--- src/hw/rtl/assert_macros.svh ---
// Assertion macros used by the parser top level.
`ifndef ASSERT_MACROS_SVH
`define ASSERT_MACROS_SVH
`ifndef NO_ASSERTIONS
// Condition holds on every clock edge out of reset.
`define ASSERT_ALWAYS(lbl, clk, rst, cond) \
   lbl: assert property (@(posedge clk) disable iff (rst) (cond)) \
      else $error("assertion failed");
// Consequent holds in the same cycle as the antecedent.
`define ASSERT_IMPLIES(lbl, clk, rst, ante, cons) \
   lbl: assert property (@(posedge clk) disable iff (rst) (ante) |-> (cons)) \
      else $error("assertion failed");
// Consequent holds in the cycle after the antecedent.
`define ASSERT_NEXT(lbl, clk, rst, ante, cons) \
   lbl: assert property (@(posedge clk) disable iff (rst) (ante) |=> (cons)) \
      else $error("assertion failed");
`else
`define ASSERT_ALWAYS(lbl, clk, rst, cond)
`define ASSERT_IMPLIES(lbl, clk, rst, ante, cons)
`define ASSERT_NEXT(lbl, clk, rst, ante, cons)
`endif
`endif

--- src/hw/rtl/mtp_pkg.sv ---
// Package with types, codes and the hex decoder of the MAC address text parser.
package mtp_pkg;

   localparam int CHAR_W   = 8;
   localparam int NIBBLE_W = 4;
   localparam int OCTET_W  = 8;
   localparam int OCTETS   = 6;
   localparam int MAC_W    = OCTETS * OCTET_W;
   localparam int IDX_W    = 3;
   localparam int DCNT_W   = 2;
   localparam int SEP_W    = 2;
   // result item: valid_res, mac_address, padded to whole bytes
   localparam int RSP_W    = ((1 + MAC_W + 7) / 8) * 8;

   // separator kinds
   localparam logic [SEP_W-1:0] SEP_NONE  = 2'd0;
   localparam logic [SEP_W-1:0] SEP_DASH  = 2'd1;
   localparam logic [SEP_W-1:0] SEP_COLON = 2'd2;

   // ASCII codes
   localparam logic [CHAR_W-1:0] CHAR_DASH  = 8'h2D;
   localparam logic [CHAR_W-1:0] CHAR_COLON = 8'h3A;
   localparam logic [CHAR_W-1:0] CHAR_0     = 8'h30;
   localparam logic [CHAR_W-1:0] CHAR_9     = 8'h39;
   localparam logic [CHAR_W-1:0] CHAR_LA    = 8'h61;
   localparam logic [CHAR_W-1:0] CHAR_LF    = 8'h66;
   localparam logic [CHAR_W-1:0] CHAR_UA    = 8'h41;
   localparam logic [CHAR_W-1:0] CHAR_UF    = 8'h46;

   localparam logic [IDX_W-1:0]  LAST_IDX   = 3'd5;
   localparam logic [DCNT_W-1:0] MAX_DIGITS = 2'd2;

   typedef struct packed {
      logic                is_hex;
      logic [NIBBLE_W-1:0] value;
   } hex_type;

   // Decode one ASCII character as a hex digit in either case.
   function automatic hex_type hex_decode(input logic [CHAR_W-1:0] c);
      hex_type r;
      logic [CHAR_W-1:0] d;
      r = '0;
      d = '0;
      if (c >= CHAR_0 && c <= CHAR_9) begin
         d = c - CHAR_0;
         r.is_hex = 1'b1;
         r.value  = d[NIBBLE_W-1:0];
      end else if (c >= CHAR_LA && c <= CHAR_LF) begin
         d = c - CHAR_LA + 8'd10;
         r.is_hex = 1'b1;
         r.value  = d[NIBBLE_W-1:0];
      end else if (c >= CHAR_UA && c <= CHAR_UF) begin
         d = c - CHAR_UA + 8'd10;
         r.is_hex = 1'b1;
         r.value  = d[NIBBLE_W-1:0];
      end
      return r;
   endfunction

endpackage

--- src/hw/rtl/mac_address_text_parser.sv ---
// Top level of the MAC address text parser: input register, parser state, result register.
//
// Parses an Ethernet address written as text, one ASCII character per item on
// the req_ channel, with req_tlast on the final character. Six groups of one or
// two hex digits, split all by '-' or all by ':', give a result item on rsp_
// with valid_res set and the address in mac_address (first octet on top); any
// other text gives valid_res clear and a zero address. Exactly one result item
// leaves for each string, when its last character has been parsed. The block
// takes one item per cycle for as long as the result side keeps up; a
// character goes through one input register and then the parse logic into the
// parser state or the result register, so the result register is loaded when
// the last character leaves the input register into a free result register,
// and rsp_tvalid is high from then on. The result register holds a result
// while rsp_tready is low, and input keeps flowing until the next last
// character meets that full register.
`include "assert_macros.svh"

module mac_address_text_parser (
   input  logic                     clock,
   input  logic                     reset,
   input  logic                     req_tvalid,
   output logic                     req_tready,
   input  logic [mtp_pkg::CHAR_W-1:0] req_tdata,  // [7:0] character
   input  logic                     req_tlast,    // last_char
   output logic                     rsp_tvalid,
   input  logic                     rsp_tready,
   output logic [mtp_pkg::RSP_W-1:0] rsp_tdata    // [0] valid_res, [48:1] mac_address, zero pad
);
   import mtp_pkg::*;

   // input register
   logic              s1_valid_ff, s1_valid_in;
   logic [CHAR_W-1:0] s1_char_ff;
   logic              s1_last_ff;

   // parser state
   logic [MAC_W-1:0]  store_ff, store_in;
   logic [IDX_W-1:0]  idx_ff, idx_in;
   logic [DCNT_W-1:0] dcnt_ff, dcnt_in;
   logic [SEP_W-1:0]  sep_ff, sep_in;
   logic              failed_ff, failed_in;

   // result register
   logic              out_valid_ff, out_valid_in;
   logic              out_ok_ff, out_ok_in;
   logic [MAC_W-1:0]  out_mac_ff, out_mac_in;

   logic    out_free;
   logic    advance;
   logic    take;
   hex_type hx;
   logic [SEP_W-1:0] kind;
   logic [SEP_W-1:0] sel_kind;
   logic [MAC_W-1:0] store_upd;
   logic [IDX_W-1:0] idx_upd;
   logic [DCNT_W-1:0] dcnt_upd;
   logic [SEP_W-1:0] sep_upd;
   logic             failed_upd;
   logic             ok;

   // handshake
   assign out_free   = !out_valid_ff || rsp_tready;
   assign advance    = s1_valid_ff && (!s1_last_ff || out_free);
   assign req_tready = !s1_valid_ff || advance;
   assign take       = req_tvalid && req_tready;

   assign s1_valid_in = take || (s1_valid_ff && !advance);

   always_ff @(posedge clock) begin
      if (reset) begin
         s1_valid_ff <= 1'b0;
      end else begin
         s1_valid_ff <= s1_valid_in;
      end
      if (take) begin
         s1_char_ff <= req_tdata;
         s1_last_ff <= req_tlast;
      end
   end

   // parse one character against the current state
   always_comb begin
      hx         = hex_decode(s1_char_ff);
      kind       = (s1_char_ff == CHAR_DASH)  ? SEP_DASH :
                   (s1_char_ff == CHAR_COLON) ? SEP_COLON : SEP_NONE;
      sel_kind   = (sep_ff == SEP_NONE) ? kind : sep_ff;
      store_upd  = store_ff;
      idx_upd    = idx_ff;
      dcnt_upd   = dcnt_ff;
      sep_upd    = sep_ff;
      failed_upd = failed_ff;
      if (!failed_ff) begin
         if (hx.is_hex) begin
            if (dcnt_ff >= MAX_DIGITS || idx_ff > LAST_IDX) begin
               failed_upd = 1'b1;
            end else begin
               // write the nibble into the octet of the current group
               for (int i = 0; i < OCTETS; i++) begin
                  if (idx_ff == IDX_W'(OCTETS - 1 - i)) begin
                     store_upd[i*OCTET_W +: OCTET_W] = (dcnt_ff != '0) ?
                        {store_ff[i*OCTET_W +: NIBBLE_W], hx.value} :
                        {{(OCTET_W-NIBBLE_W){1'b0}}, hx.value};
                  end
               end
               dcnt_upd = dcnt_ff + 2'd1;
            end
         end else if (kind == SEP_NONE) begin
            failed_upd = 1'b1;
         end else begin
            sep_upd = sel_kind;
            if (kind == sel_kind && dcnt_ff != '0 && idx_ff < LAST_IDX) begin
               dcnt_upd = '0;
               idx_upd  = idx_ff + 3'd1;
            end else begin
               failed_upd = 1'b1;
            end
         end
      end
      ok = !failed_upd && dcnt_upd != '0 && idx_upd == LAST_IDX;
   end

   // state and result next values
   always_comb begin
      store_in     = store_ff;
      idx_in       = idx_ff;
      dcnt_in      = dcnt_ff;
      sep_in       = sep_ff;
      failed_in    = failed_ff;
      out_valid_in = out_valid_ff && !rsp_tready;
      out_ok_in    = out_ok_ff;
      out_mac_in   = out_mac_ff;
      if (advance) begin
         if (s1_last_ff) begin
            store_in     = '0;
            idx_in       = '0;
            dcnt_in      = '0;
            sep_in       = SEP_NONE;
            failed_in    = 1'b0;
            out_valid_in = 1'b1;
            out_ok_in    = ok;
            out_mac_in   = ok ? store_upd : '0;
         end else begin
            store_in  = store_upd;
            idx_in    = idx_upd;
            dcnt_in   = dcnt_upd;
            sep_in    = sep_upd;
            failed_in = failed_upd;
         end
      end
   end

   always_ff @(posedge clock) begin
      if (reset) begin
         store_ff     <= '0;
         idx_ff       <= '0;
         dcnt_ff      <= '0;
         sep_ff       <= SEP_NONE;
         failed_ff    <= 1'b0;
         out_valid_ff <= 1'b0;
      end else begin
         store_ff     <= store_in;
         idx_ff       <= idx_in;
         dcnt_ff      <= dcnt_in;
         sep_ff       <= sep_in;
         failed_ff    <= failed_in;
         out_valid_ff <= out_valid_in;
      end
      out_ok_ff  <= out_ok_in;
      out_mac_ff <= out_mac_in;
   end

   // outputs
   assign rsp_tvalid = out_valid_ff;
   assign rsp_tdata  = {{(RSP_W-1-MAC_W){1'b0}}, out_mac_ff, out_ok_ff};

   // checks
   `ASSERT_ALWAYS(a_idx_range, clock, reset, idx_ff <= LAST_IDX)
   `ASSERT_ALWAYS(a_dcnt_range, clock, reset, dcnt_ff <= MAX_DIGITS)
   `ASSERT_ALWAYS(a_sep_code, clock, reset, sep_ff <= SEP_COLON)
   `ASSERT_IMPLIES(a_bad_is_zero, clock, reset, out_valid_ff && !out_ok_ff, out_mac_ff == '0)
   `ASSERT_NEXT(a_fail_sticky, clock, reset, failed_ff && !(advance && s1_last_ff), failed_ff)
endmodule
--- config.mk ---
export PLATFORM = sky130hd
export DESIGN_NAME = mac_address_text_parser
export DESIGN_NICKNAME = d
export VERILOG_FILES = /design/src/hw/rtl/mtp_pkg.sv /design/src/hw/rtl/mac_address_text_parser.sv
export VERILOG_INCLUDE_DIRS = /design/src /design/src/hw/rtl
export SDC_FILE = /design/constraint.sdc
export NUM_CORES = 1
export LEC_CHECK = 0
export BUFFER_PORTS_ARGS = -buffer_cell sky130_fd_sc_hd__buf_4
export CAP_MARGIN = 40
export CORE_UTILIZATION = 57
export CTS_CLUSTER_SIZE = 40
export DETAILED_ROUTE_END_ITERATION = 7
export PLACE_DENSITY = 0.87
export SLEW_MARGIN = 15
export SYNTH_ARGS = -nofsm -noshare
export SYNTH_HDL_FRONTEND = slang
export SYNTH_SLANG_ARGS = --single-unit
export TNS_END_PERCENT = 100
--- constraint.sdc ---
create_clock -name clock -period 3.05 [get_ports clock]
set_clock_uncertainty 0.1 [all_clocks]
set_input_delay 0.1525 -clock clock [delete_from_list [all_inputs] [get_ports clock]]
set_output_delay 0.1525 -clock clock [all_outputs]
set_load 0.01 [all_outputs]
# --- Word-level counts from Yosys, hierarchy flattened ---
# Index checks and enable logic that the tools add are counted.
op_classes:
  muxes: 45
  n_addsub: 7
  n_eq_ne: 12
  n_reduce_logical: 29
  order_cmp: 9
op_table:
  columns: ["operator", "n"]
  rows:
  - ["$mux W48", 4]
  - ["$mux W8", 12]
  - ["$mux W2", 13]
  - ["$eq A8 B6 Y1 const B", 2]
  - ["$ge A8 B7 Y1 const B", 2]
  - ["$le A8 B7 Y1 const B", 2]
  - ["$mux W3", 5]
  - ["$mux W5", 3]
  - ["$sub A4 B1 Y4 const B", 3]
  - ["$logic_and A1 B1 Y1", 11]
  - ["$eq A3 B3 Y1 const B", 3]
  - ["$add A4 B4 Y4 const B", 2]
  - ["$ge A8 B6 Y1 const B", 1]
  - ["$le A8 B6 Y1 const B", 1]
  - ["$mux W1", 8]
  - ["$eq A3 B2 Y1 const B", 2]
  - ["$logic_not A1 Y1", 6]
  - ["$ne A2 B2 Y1 const B", 3]
  - ["$logic_or A1 B1 Y1", 5]
  - ["$logic_not A2 Y1", 2]
  - ["$reduce_and A4 Y1", 1]
  - ["$reduce_bool A2 Y1", 2]
  - ["$add A3 B1 Y3 const B", 1]
  - ["$eq A3 B1 Y1 const B", 1]
  - ["other kinds (7)", 7]
totals:
  out_inout_bits: 58
  word_cells: 113
  in_bits: 13
  register_bits: 116

# --- Depth between registers and ports, before layout ---
depth:
  ltp_word: 14
  mapped_depth: 9
  ltp_nobuf: 7

# --- Least setup slack after synthesis ---
# Ideal clock, no wire load.
synth_path:
  path_kind: "reg-to-reg"
  from: "register s1_last_ff"
  to: "register out_mac_ff[0], enable pin"
  required_ns: 2.547
  period_less_slack_ns: 2.576
  n_path_buf: 1
  setup_ns: 0.403
  slack_ns: 0.474
  t_arrival_ns: 2.073
  stages_incl_launch_ff: 5
  cell_sequence: "edfxtp_1 -> clkbuf_1 -> a21boi_1 -> nand2_1 -> inv_1"
synth_via:
  elab_chain_len: 4
synth_lines:
  columns: ["item", "line", "source"]
  rows:
  - ["start, declared", "mac_address_text_parser.sv:34", "logic s1_last_ff;"]
  - ["start signal, assigned", "mac_address_text_parser.sv:77", "s1_last_ff <= req_tlast;"]
  - ["$logic_not A1 Y1", "mac_address_text_parser.sv:63", "assign advance = s1_valid_ff && (!s1_last_ff || out_free);"]
  - ["$logic_or A1 B1 Y1", "mac_address_text_parser.sv:63", null]
  - ["$logic_and A1 B1 Y1", "mac_address_text_parser.sv:63", null]
  - ["$reduce_and A2 Y1 (no line) (*)", null, null]
  - ["end signal, assigned", "mac_address_text_parser.sv:169", "out_mac_ff <= out_mac_in;"]
  - ["end, declared", "mac_address_text_parser.sv:46", "logic [MAC_W-1:0] out_mac_ff, out_mac_in;"]
# Every way passes the cells marked *; elsewhere a longest branch is shown, timed or not.
# A chain may end at the register's enable or synchronous reset.

# --- Worst setup path in the final report ---
layout_path:
  from: "register s1_char_ff[1]"
  to: "register out_mac_ff[19] (data pin)"
layout_via:
  elab_chain_len: 14
  word_cells_on_any_way: 48
  classes_between: "add/sub (5); order compare (6); eq/ne (4); mux (23); reduce/logical (10)"
layout_lines:
  columns: ["item", "line", "source"]
  rows:
  - ["start, declared", "mac_address_text_parser.sv:33", "logic [CHAR_W-1:0] s1_char_ff;"]
  - ["start signal, assigned", "mac_address_text_parser.sv:76", "s1_char_ff <= req_tdata;"]
  - ["parallel branches: the longest is 14 deep, another holds $sub A4 B1 Y4", null, null]
# Several ways; the timed one is not identified.

==> summary.md <==
| Metric | Value |
|---|---|
| Run status | `finished clean` |
| Part of the total power dissipated in sequential elements | `61.1%` |
| Post-synth top flop | `edfxtp_1` |
| PD cells | `433 nW/um2` |
| Maximum vdd drop | `0.000251 V` |
| Top-area cell type share of the netlist area | `33.9%` |
| Global Route met3 Usage | `5.06%` |
| Via total after detailed routing | `4094` |
| Die ar. | `9400 um2` |
| Proportion of synthesized chip area in sequential cells | `54.9%` |
| Final setup viols | `0` |
| Die Height | `96.9 um` |
| Cell at the root of the clock tree | `clkbuf_8` |
| Number of gates resized after CTS | `0` |
| Synth Register Bits | `112` |
| Die X-Extent | `around 97 um` |
| Met1 capacity usage during global routing | `31.8%` |
| Post-Syn Area | `5140 um2` |
| Fin crit period | `2.83 ns` |
| Async S/R FF share, synth | `0%` |
| Met2 routing resource usage after global routing | `39.7%` |
| Final core area utilization | `70.2%` |
| CTS clk-pin slew, worst paths | `about 0.1 ns` |
| Overall Global Routing Usage | `24.5%` |
| Final clock period utilization by the worst path | `just over 90%` |
| Placed wire-length estimate after detailed placement | `7480 um` |
| Count of input and output buffers | `63` |
| Pint | `1.99 mW` |
| Initial antenna violation count | `0` |
| FILL cells | `slightly above 600` |
| Most common cell after layout, fill and taps aside | `buf_4` |
| Min-Delay Path Class | `flip-flop to flip-flop` |
| Synth Warn # | `0` |
| Library cell with the largest summed area after synthesis | `edfxtp_1` |
| Fraction of power spent switching nets | `25.0%` |
| Kind of launch point of the worst setup path | `flip-flop` |
| Count of non-filler cells in the finished layout | `roughly 670` |
| Switching power summed over all nets | `0.662 mW` |
| Area of the multi-input gates | `2120 um2` |
| Sequential cell area | `2820 um2` |
| Effective utilization at floorplan | `58.9%` |
| Number of distinct library cells after synthesis | `56` |
| Gate count after technology mapping | `471` |
| Routed wire length | `around 12000 um` |
| Max-slew violation total from the final report | `0` |
| Relative contribution of the clock network to total power | `32.2%` |
| Overall overflow remaining after global route | `0` |
| Setup TNS Final | `0 ns` |
| Number of placement rows | `34` |
| Number of design rule violations left after detail routing | `0` |
| Slew at the pin closest to its max-slew limit | `0.777 ns` |
| Total Power Consumption | `2.65 mW` |
| Number of cells after detailed placement | `633` |
| Highest Clock Rate | `around 350 MHz` |
| Wire length of the first global-routing pass | `18200 um` |
| Crit path capture type | `flip-flop` |
| Worst max-slew margin expressed relative to the limit | `47.7%` |
| Avg Cell Area, Syn | `approximately 11 um2` |
| Path type of the worst setup path | `flip-flop to flip-flop` |
| Number of DRC markers in iteration 0 | `428` |
| Commonest cells after routing, fill and taps aside | `buf_4, edfxtp_1, dfxtp_1` |
| Fraction of layout cells with a size suffix above 1 | `approximately 23%` |
| Via-to-Cell Ratio | `6.14` |
| Power share of the combinational group | `6.7%` |
| Worst Path Max Fanout | `6` |
| Data arrival time of the worst path | `2.94 ns` |
| Core box area | `8720 um2` |
| Final hold violation count | `0` |
| Source-to-sink clock delay at the later pin of the worst-skew pair | `0.39 ns` |
| Count of pins on the block boundary | `about 70` |
| Antenna Diode Count | `0` |
| Static Leak | `2.17 nW` |
| H-tree depth reported by CTS | `3` |
| Maximum Capacitance Violations | `0` |
| Maximum number of pins on one net before global-route repair | `50` |
| Data required time at the worst endpoint | `3.16 ns` |
| Synth area leaders | `edfxtp_1, dfxtp_1, nand2_1, a21oi_1, ha_1` |
| TritonCTS clock tree | `done` |
| Number of flops mapped to enable cells by yosys | `58` |
| Layout Area Growth over Synthesis | `19.1%` |
| Total iterations of the first detailed-routing run | `8` |
| Clock buffer count from CTS | `9` |
| Vias in the first global route | `around 3700` |
| Buffer levels on the longest clock path | `2` |
| Number of sinks handled by clock tree synthesis | `112` |
| Layout net count | `578` |
| Setup repair after global routing missed its margin | `false` |
| Number of nets with antenna violations after routing | `0` |
| Global routing's busiest layer | `met2` |
| Routed wire length per instance | `17.4 um` |
| Routability congestion estimate from global placement | `0.860` |
state kept, by name, summed over array words and instances, names as in the netlist:
register	cells
out_ok_ff	1
s1_last_ff	1
s1_char_ff	8
idx_ff	3
s1_valid_ff	1
out_mac_ff	48
dcnt_ff	2
failed_ff	1
store_ff	44
rsp_tvalid	1
sep_ff	2
cells in the mapped netlist (2+ instances only):
library cell  number
buf_4              8
mux2i_1            7
o211ai_1          11
edfxtp_1          58
a211oi_1           7
nand2b_1           9
a32o_1            10
buf_6              4
nand4b_1           2
or3b_2             4
dfxtp_1           54
a21oi_1           33
o21ai_1            2
ha_1              11
or3_1              2
o2bb2ai_1          2
inv_1             13
nor2b_1            7
nor3_1             3
nor2_1            31
nand2_1           49
a21boi_1           2
a31oi_1            3
buf_2              4
a21o_1             3
o2111ai_1          4
a22o_1            14
o21ai_0           20
a21oi_2           10
nand3b_1          16
clkbuf_1          18
or2_2              2
nand3_1           18
o211a_1            5
nor3b_1            4
final cells by class:
cell class,instances,share of cell area [%]
Multi-Input combinational cell,319,34.7
Tap cell,108,2.21
Clock inverter,7,1.06
Timing Repair Buffer,99,13.1
Inverter,13,0.798
Clock buffer,9,2.02
Sequential cell,112,46.1
routing by layer:
| metal | vias up | share of wire (%) | wire [um] |
|---|---|---|---|
| li1 | 1905 | - | - |
| met1 | 1948 | 40 | 4680 |
| met2 | 209 | 49 | 5710 |
| met3 | 32 | 7.7 | 899 |
| met4 | 0 | 2.9 | 333 |
| met5 | - | 0 | 0 |
power groups by stage:
stage | registers, mW | clock network (mW) | logic, mW
2_1_floorplan | 1.65 | 0 | 0.0968
5_1_grt | 1.62 | 0.909 | 0.190
4_1_cts | 1.62 | 0.851 | 0.174
6_report | 1.62 | 0.852 | 0.179
3_5_place_dp | 1.65 | 0 | 0.160
3_3_place_gp | 1.65 | 0 | 0.155
through the flow:
stage	hold WS, ns	setup slack, ns	cell area, um2
after CTS	0.359	0.0980	6060
after floorplan	0.151	0.474	5160
after global routing	0.369	0.0627	6120
after global placement	0.231	0.298	5740
final	0.357	0.223	6120
after detailed placement	0.232	0.157	5740
worst max-delay path: stages (launching register included):
cell and delay (ns):
edfxtp_1 0.47, inv_1 0.11, ha_1 0.30, o21bai_1 0.17, a21o_1 0.31, a211oi_4 0.47
o2111ai_4 0.26, buf_4 0.22, nor3_1 0.23
timing repair:
action	CTS	global route
endpoints found under the setup margin	0	28
endpoints found under the hold margin	14	0
buffers inserted	0	3
hold buffers	13	0
final timing paths:
check / startpoint / end / slack [ns] / cells after the start
setup / recovery: s1_char_ff[1] / out_mac_ff[19] / 0.22 / 8
hold / removal: store_ff[29] / store_ff[29] / 0.36 / 2
setup reg to reg: s1_char_ff[1] / out_mac_ff[19] / 0.22 / 8
hold reg to reg: store_ff[29] / store_ff[29] / 0.36 / 2
logic make-up (layout without fill, tap and decap cells):
logic type                 Yosys count  after routing  share of synthesized area [%]
and+or+nand+nor                    152            152                           15.4
AOI/OAI and AO/OA                  141            142                           20.8
adders and majority gates           11             11                           2.68
DFF                                112            112                           54.9
muxes                                7              7                           1.36
other                                1              7                         0.0730
buffers and inverters               47            128                           4.70
Note: power is estimated with default switching activity, not from simulation.
